File: src/irat_pkg.sv
// Shared types and constants for the interleaved region address translator.
// Holds the table entry record, the mapping request record and the status/kind codes.
// No dependencies.
`default_nettype none

package irat_pkg;

	localparam int VA_W    = 64;
	localparam int LEN_W   = 41;
	localparam int PHYS_W  = 37;
	localparam int BLK_W   = 6;
	localparam int NODES_W = 4;
	localparam int START_W = 10;
	localparam int MPN_W   = 38;
	localparam int STAT_W  = 2;

	// input tdata layout, lowest bit first
	localparam int OFS_VIRT   = 0;
	localparam int OFS_BYTES  = OFS_VIRT + VA_W;
	localparam int OFS_PHYS   = OFS_BYTES + LEN_W;
	localparam int OFS_BLK    = OFS_PHYS + PHYS_W;
	localparam int OFS_NODES  = OFS_BLK + BLK_W;
	localparam int OFS_FIRST  = OFS_NODES + NODES_W;
	localparam int IN_FIELDS_W = OFS_FIRST + START_W;
	localparam int IN_TDATA_W  = ((IN_FIELDS_W + 7) / 8) * 8;

	localparam logic KIND_INSTALL   = 1'b0;
	localparam logic KIND_TRANSLATE = 1'b1;

	localparam logic [STAT_W-1:0] STATUS_OK   = 2'd0;
	localparam logic [STAT_W-1:0] STATUS_MISS = 2'd1;
	localparam logic [STAT_W-1:0] STATUS_FULL = 2'd2;

	// register select: registers sit at byte addresses 0 and 8
	localparam int          CFG_ADDR_W     = 4;
	localparam int          CFG_SEL_BIT    = 3;
	localparam logic        CFG_SEL_WINDOW = 1'b0;
	localparam logic        CFG_SEL_MPN    = 1'b1;

	typedef struct packed {
		logic [VA_W-1:0]    va_base;
		logic [LEN_W-1:0]   length;
		logic [PHYS_W-1:0]  phys_low;
		logic [BLK_W-1:0]   block_log2;
		logic [NODES_W-1:0] nodes_log2;
		logic [START_W-1:0] start_node;
	} entry_t;

	typedef struct packed {
		logic [VA_W-1:0]    virt;
		logic [LEN_W-1:0]   off;
		logic [PHYS_W-1:0]  phys_low;
		logic [BLK_W-1:0]   block_log2;
		logic [NODES_W-1:0] nodes_log2;
		logic [START_W-1:0] start_node;
	} map_req_t;

endpackage

`default_nettype wire

File: src/irat_map.sv
// Address mapping pipeline: turns a matched region offset into the interleaved address.
// Five registered stages; depends on irat_pkg.
`default_nettype none

module irat_map
	import irat_pkg::*;
#(
	parameter int NODE_LOG2 = 10
) (
	input  wire logic             clk,
	input  wire logic             arst_n,
	input  wire logic             start,
	input  wire map_req_t         req,
	input  wire logic [VA_W-1:0]  window_base,
	input  wire logic [MPN_W-1:0] mem_per_node,
	output logic                  done,
	output logic [VA_W-1:0]       phys_addr
);

	localparam int SUM_W  = ((NODE_LOG2 > START_W) ? NODE_LOG2 : START_W) + 1;
	localparam int LOW_W  = LEN_W + 1;
	localparam int LOW2_W = LOW_W + 1;
	localparam int PROD_W = MPN_W + SUM_W;
	localparam int ACC_W  = ((PROD_W > LOW2_W) ? PROD_W : LOW2_W) + 1;

	logic v_s1, v_s2, v_s3, v_s4, v_s5;

	map_req_t           req_s1;
	logic [SUM_W-1:0]   nsum_s2;
	logic [LOW_W-1:0]   low_s2;
	logic               single_s2, single_s3, single_s4;
	logic [VA_W-1:0]    virt_s2, virt_s3, virt_s4;
	logic [PHYS_W-1:0]  phys_s2;
	logic [PROD_W-1:0]  prod_s3;
	logic [LOW2_W-1:0]  low2_s3;
	logic [ACC_W-1:0]   acc_s4;
	logic [VA_W-1:0]    res_s5;

	logic [6:0]           wsum;
	logic [6:0]           wid;
	logic                 wid_pos;
	logic [LEN_W-1:0]     blk;
	logic [LEN_W-1:0]     node_full;
	logic [LEN_W-1:0]     in_node;
	logic [LEN_W-1:0]     boff;
	logic [LOW_W-1:0]     in_node_sh;
	logic [NODE_LOG2-1:0] node;

	// split the offset into block offset, node and block-in-node
	always_comb begin
		wsum       = 7'(PHYS_W) + 7'(req_s1.nodes_log2);
		wid_pos    = wsum > 7'(req_s1.block_log2);
		wid        = wsum - 7'(req_s1.block_log2);
		blk        = wid_pos ? ((req_s1.off >> req_s1.block_log2) & ~({LEN_W{1'b1}} << wid))
		                     : '0;
		node_full  = blk & ~({LEN_W{1'b1}} << req_s1.nodes_log2);
		node       = node_full[NODE_LOG2-1:0];
		in_node    = blk >> req_s1.nodes_log2;
		in_node_sh = LOW_W'(in_node) << req_s1.block_log2;
		boff       = req_s1.off & ~({LEN_W{1'b1}} << req_s1.block_log2);
	end

	always_ff @(posedge clk or negedge arst_n) begin
		if (!arst_n) begin
			v_s1 <= 1'b0;
			v_s2 <= 1'b0;
			v_s3 <= 1'b0;
			v_s4 <= 1'b0;
			v_s5 <= 1'b0;
		end else begin
			v_s1 <= start;
			v_s2 <= v_s1;
			v_s3 <= v_s2;
			v_s4 <= v_s3;
			v_s5 <= v_s4;
		end
	end

	always_ff @(posedge clk) begin
		if (start) begin
			req_s1 <= req;
		end
		nsum_s2   <= SUM_W'(node) + SUM_W'(req_s1.start_node);
		low_s2    <= in_node_sh + LOW_W'(boff);
		single_s2 <= (req_s1.nodes_log2 == '0);
		virt_s2   <= req_s1.virt;
		phys_s2   <= req_s1.phys_low;

		prod_s3   <= PROD_W'(mem_per_node) * PROD_W'(nsum_s2);
		low2_s3   <= LOW2_W'(low_s2) + LOW2_W'(phys_s2);
		single_s3 <= single_s2;
		virt_s3   <= virt_s2;

		acc_s4    <= ACC_W'(prod_s3) + ACC_W'(low2_s3);
		single_s4 <= single_s3;
		virt_s4   <= virt_s3;

		res_s5    <= single_s4 ? virt_s4 : (window_base + VA_W'(acc_s4));
	end

	assign done      = v_s5;
	assign phys_addr = res_s5;

endmodule

`default_nettype wire

File: config.mk
export PLATFORM = sky130hd
export DESIGN_NAME = irat_map
export DESIGN_NICKNAME = d
export VERILOG_FILES = /design/src/irat_pkg.sv /design/src/irat_map.sv
export SDC_FILE = /design/constraint.sdc
export NUM_CORES = 2
export LEC_CHECK = 0
export ABC_CLOCK_PERIOD_IN_PS = 20400
export CAP_MARGIN = 0
export CORE_MARGIN = 2
export CORE_UTILIZATION = 40
export CTS_BUF_LIST = sky130_fd_sc_hd__clkbuf_16
export CTS_CLUSTER_SIZE = 10
export DETAILED_ROUTE_END_ITERATION = 7
export DONT_BUFFER_PORTS = 1
export GPL_TIMING_DRIVEN = 0
export PLACE_DENSITY_LB_ADDON = 0.12
export SLEW_MARGIN = 10
export SYNTH_ARGS = -nofsm -noshare
export SYNTH_HDL_FRONTEND = slang
export SYNTH_SLANG_ARGS = --single-unit
File: constraint.sdc
create_clock -name clk -period 20.4 [get_ports clk]
set_input_delay 2.04 -clock clk [delete_from_list [all_inputs] [get_ports clk]]
set_output_delay 2.04 -clock clk [all_outputs]
set_load 0.02 [all_outputs]
; Word-level counts from Yosys, hierarchy flattened
; Index checks and enable logic that the tools add are counted.
[word_totals]
regBits = 658
wordCells = 48
[op_classes]
n_addsub = 7
mul = 1
n_lt_le_gt_ge = 1
shifts = 6
muxes = 2
bitwise_logic = 6
n_reduce_logical = 1
[ops]
columns = operator, count
row1 = 41-bit AND, 2
row2 = 41-bit inverter, 2
row3 = 64-bit by 50-bit adder with 64-bit output, 1
row4 = 64-bit 2-to-1 mux, 1
row5 = 49-bit by 43-bit adder with 50-bit output, 1
row6 = 38-bit by 11-bit multiplier with 49-bit output, 1
row7 = 42-bit by 37-bit adder with 43-bit output, 1
row8 = 42-bit by 41-bit adder with 42-bit output, 1
row9 = 41-bit by 6-bit left shift with 42-bit output, 1
row10 = 41-bit 2-to-1 mux, 1
row11 = "41-bit by 4-bit left shift with 10-bit output, first input constant", 1
row12 = "41-bit by 6-bit left shift with 41-bit output, first input constant", 1
row13 = "41-bit by 7-bit left shift with 41-bit output, first input constant", 1
row14 = 41-bit by 4-bit right shift with 41-bit output, 1
row15 = 41-bit by 6-bit right shift with 41-bit output, 1
row16 = 10-bit by 10-bit adder with 11-bit output, 1
row17 = 10-bit AND, 1
row18 = 10-bit inverter, 1
row19 = "6-bit by 4-bit adder with 7-bit output, first input constant", 1
row20 = 7-bit by 6-bit greater-than comparator with 1-bit output, 1
row21 = 7-bit by 6-bit subtractor with 7-bit output, 1
row22 = 4-bit zero test, 1

; Logic depth before layout (Yosys ltp)
[depth]
depth_word = 9
ltp_mapped = 42
ltp_nobuf = 36

; Worst setup path before layout
; OpenSTA, ideal clock, no wires.
[synth_timing]
path_kind = reg-to-reg
from = reg req_s1[12] (netlist name)
to = reg low_s2[35]
t_arrival_ns = 9.282
path_slack_ns = 10.995
path_stages_with_launch = 38
path_cell_list = edfxtp_1 -> clkbuf_1 -> inv_1 -> buf_1 -> buf_1 -> clkbuf_1 -> clkbuf_1 -> ha_1 -> inv_1 -> ha_1 -> buf_2 -> o21a_1 -> a21boi_0 -> o21ai_0 -> o21a_1 -> nor4b_1 -> mux2i_1 -> mux4_2 -> [... 2 more ...] -> or3_1 -> inv_1 -> ha_1 -> a21o_1 -> a21oi_1 -> o21bai_1 -> a21oi_1 -> o21ai_0 -> a211oi_1 -> o21ai_0 -> a31o_2 -> a31oi_1 -> o21bai_1 -> a2111oi_0 -> o41ai_1 -> o2111ai_1 -> a21oi_1 -> xor2_1
[synth_between]
elab_chain_len = 9
elab_cells_between_ends = 10
cone_classes = add/sub (3) / order compare (1) / shift (3) / mux (1) / bitwise (2)
[synth_rtl]
columns = element, line
row1 = from (decl), irat_map.sv:28  ; map_req_t req_s1;
row2 = from (signal assigned), irat_map.sv:81  ; req_s1 <= req;
row3 = 6-bit by 4-bit adder with 7-bit output, irat_map.sv:51  ; wsum = 7'(PHYS_W) + 7'(req_s1.nodes_log2);
row4 = 7-bit by 6-bit subtractor with 7-bit output, irat_map.sv:53  ; wid = wsum - 7'(req_s1.block_log2);
row5 = 41-bit by 7-bit left shift with 41-bit output, irat_map.sv:54  ; blk = wid_pos ? ((req_s1.off >> req_s1.block_log2) & ~({LEN_W{1'b1}} << wid))
row6 = 41-bit inverter, irat_map.sv:54
row7 = 41-bit AND, irat_map.sv:54
row8 = 41-bit 2-to-1 mux, irat_map.sv:54
row9 = 41-bit by 4-bit right shift with 41-bit output *, irat_map.sv:58  ; in_node = blk >> req_s1.nodes_log2;
row10 = 41-bit by 6-bit left shift with 42-bit output *, irat_map.sv:59  ; in_node_sh = LOW_W'(in_node) << req_s1.block_log2;
row11 = 42-bit by 41-bit adder with 42-bit output *, irat_map.sv:84  ; low_s2 <= in_node_sh + LOW_W'(boff);
row12 = to (signal assigned), irat_map.sv:84
row13 = to (decl), irat_map.sv:30  ; logic [LOW_W-1:0] low_s2;
; Mark *: on every way between the ends. The rest lies on a longest branch, timed or not.
; A chain may end at the register's enable or synchronous reset.

; Worst setup path after layout
[layout_timing]
from = reg req_s1[13] (netlist name)
to = reg low_s2[35]
; The elaborated chain is that of the path after synthesis.

==> out/results.txt <==
area grow syn2layout - 9.650%
CTS tree - done
H-tree depth - 3
min cycle time layout - 13.79 ns
Crit. End Element - register
Hold Path Depth - 0
fin area - 0.05016 sq mm
Max Cap Viol - 0
FF-to-FF path depth - 36
Clk Latency, worst-skew pair - 0.67 ns
Synth Cell Area - 0.04574 sq mm
CTS root buf - clkbuf_16
Die X - 342.2 um
run status - finished, final reports clean
number of CTS-inserted buffers - 80
Slew HR - 3.596%
Hold Path Sink - virt_s3[35]$_DFF_P_
fin util - 44.04%
clock slew at reported path FFs - 0.06 ns
Synth area leaders - dfxtp_1 21%, fa_1 14%, edfxtp_1 11%
Worst path max stage delay - 1.21 ns
wire per inst - 25.32 um
EDFF count, synth - 162
Reg-to-Reg End - low_s2[35]$_DFF_P_
Worst Hold Class - register to register
share of cells above drive strength 1 - 6.406%
worst r2r src - req_s1[13]$_DFFE_PP_
cts repair resizes - 0
vias per cell - 5.583
area leader, netlist - dfxtp_1
Worst setup SP type - register
Yosys reg bits - 658
vias in the first global route - 36280
Core ar. - 0.1139 sq mm
Rows - 124
Least-Margin Pin Slew - 1.446 ns
initial core utilization - 40.17%
first-pass GRT wire length - 240100 um
reg-to-reg slack, setup - 6.61 ns
WL final - 162700 um
simple-gate share of the synthesized area - 14.75%
final worst-path cycle share - 67.58%
clk_skew - 0.04026 ns
Post-Synth Adder-Cell Area - 21.95%
WP data arrival - 14.38 ns
RSZ-0062 raised after global routing - false
crit-path most repeated cell - clkbuf_1
Crit path max-delay family - compound AO/OA/AOI/OAI gates
die area - 0.1171 sq mm
Async S/R FF share, synth - 0.7599%
max-slew violation count - 0
Crit Path Class - register to register
HPWL reported at the end of detailed placement - 132200 um
post-synth top area share - 21.49%
nets - 5708
post-synthesis xor/xnor area fraction - 4.002%
DRT Pass-1 Iters - 5
crit path max-delay cell type - nor4b_1
sequential area share after synthesis - 32.40%
clock sink total - 658
DR vias - 35880
Hold Vio Cnt, Final - 0
die span in y - 342.2 um
pin count of the biggest net entering global routing - 164
initial antenna violation count - 16
WP buf/inv - 7
Max Clk Rate - 72.54 MHz
crit path max fanout - 10
dpl cell area - 0.04766 sq mm
ys flop type - dfxtp_1
Setup WS post-layout - 6.615 ns
Syn Nets - 5624
DRC - 0
hold path startpoint - virt_s2[35]$_DFF_P_
Post-CTS Setup Inserts - 0
setup total negative slack - 0 ns
maximum buffer depth of the clock tree - 3
post-synthesis mux area share - 7.235%
DR iter-0 viols - 2527
dpl ws - 7.082 ns
final setup vio count - 0
I/O Buffers - 0
GRT overflow - 0
Synth cell types - 95
Req. time, crit path - 20.99 ns
antenna-violating nets left - 0
# IOs - 332
Mapped Cells - 4752
gpl congestion - 1.018
compound-gate portion of the synthesized area - 14.86%
syn avg cell area - 9.626 sq um
Hold Buf Count CTS - 0
main combinational cell family by area after synthesis - adder cells
Overall Global Routing Usage - 27.64%
Synth warnings - 0
[cell type report]
class	count	area, sq um
clock inverter	67	431.7
timing repair buffer	2	15.01
antenna	13	32.53
inverter	328	1231
fill	11200	63720
clock buffer	81	2027
multi-input combinational	3532	28740
sequential	658	14820
tap	1512	1892
buffer	234	970.9
[stage by stage]
stage	cells	hold WS, ns
2_1_floorplan	4752	0.3096
3_3_place_gp	6264	0.3100
3_5_place_dp	6266	0.3121
4_1_cts	6414	0.3114
5_1_grt	6418	0.3185
6_report	6427	0.3054
[cells in the final DEF (no fill, tap or decap), drive strengths merged, types with 20 or more instances in the layout]
master  instances
a211oi         40
a21o           99
a21oi         258
a31oi          30
and2          190
and3           50
buf            62
clkbuf        255
dfxtp         491
edfxtp        162
fa            329
ha            276
inv           375
mux2           71
mux2i         118
mux4           59
nand2         579
nand2b         60
nand3          67
nor2          253
nor2b          50
nor3           84
o211ai         22
o21a           51
o21ai         238
o21bai         23
o22ai          41
o31ai          20
or2            31
xnor2         139
xor2           70
[state kept, by name, indices dropped and copies added, names as in the netlist, 11 cells and up]
| register | cells |
|---|---|
| nsum_s2 | 11 |
| phys_s2 | 37 |
| acc_s4 | 50 |
| virt_s3 | 64 |
| virt_s2 | 64 |
| phys_addr | 64 |
| virt_s4 | 64 |
| low2_s3 | 43 |
| req_s1 | 162 |
| prod_s3 | 49 |
| low_s2 | 42 |
[cells by family after synthesis]
| logic type | count (synthesis) |
|---|---|
| adders and majority gates | 605 |
| buffers and inverters | 562 |
| muxes | 248 |
| AOI/OAI and AO/OA | 1038 |
| and+or+nand+nor | 1432 |
| xor gates and xnor gates | 209 |
| DFF | 658 |
[per-layer routing]
| metal | routed length (um) | vias to the layer above | track usage, % |
|---|---|---|---|
| met5 | 72 | - | 0 |
| met4 | 9681 | 10 | 14.10 |
| met3 | 10210 | 352 | 4.677 |
| met2 | 76100 | 1357 | 45.84 |
| met1 | 66680 | 17450 | 34.63 |
| li1 | - | 16720 | - |
[synth_stat cells, types with 30 or more instances]
cell,count
and3_1,50
nor2_1,253
nor3_1,84
dfxtp_1,491
xnor2_1,139
nor2b_1,50
buf_1,32
nand3_1,67
ha_1,276
inv_1,324
o22ai_1,41
nand2_1,579
mux2i_1,118
xor2_1,70
edfxtp_1,162
o21a_1,51
clkbuf_1,174
a31oi_1,30
o21ai_0,234
fa_1,329
a211oi_1,40
a21o_1,99
and2_1,189
a21oi_1,257
nand2b_1,60
mux4_2,59
mux2_2,70
[how the worst max path moves through the flow]
stage / start / end / slack (ns) / depth (start not counted)
floorplan: req_s1[12]$_DFFE_PP_ / low_s2[35]$_DFF_P_ / 10.99 / 37
global placement: req_s1[13]$_DFFE_PP_ / low_s2[35]$_DFF_P_ / 7.02 / 36
detailed placement: req_s1[13]$_DFFE_PP_ / low_s2[35]$_DFF_P_ / 7.08 / 36
CTS: req_s1[13]$_DFFE_PP_ / low_s2[35]$_DFF_P_ / 6.95 / 36
global route: req_s1[13]$_DFFE_PP_ / low_s2[35]$_DFF_P_ / 6.00 / 36
finish: req_s1[13]$_DFFE_PP_ / low_s2[35]$_DFF_P_ / 6.61 / 36
Power is not shown: default switching activity piles up to over one toggle a cycle in this logic, so the estimate is an artifact.
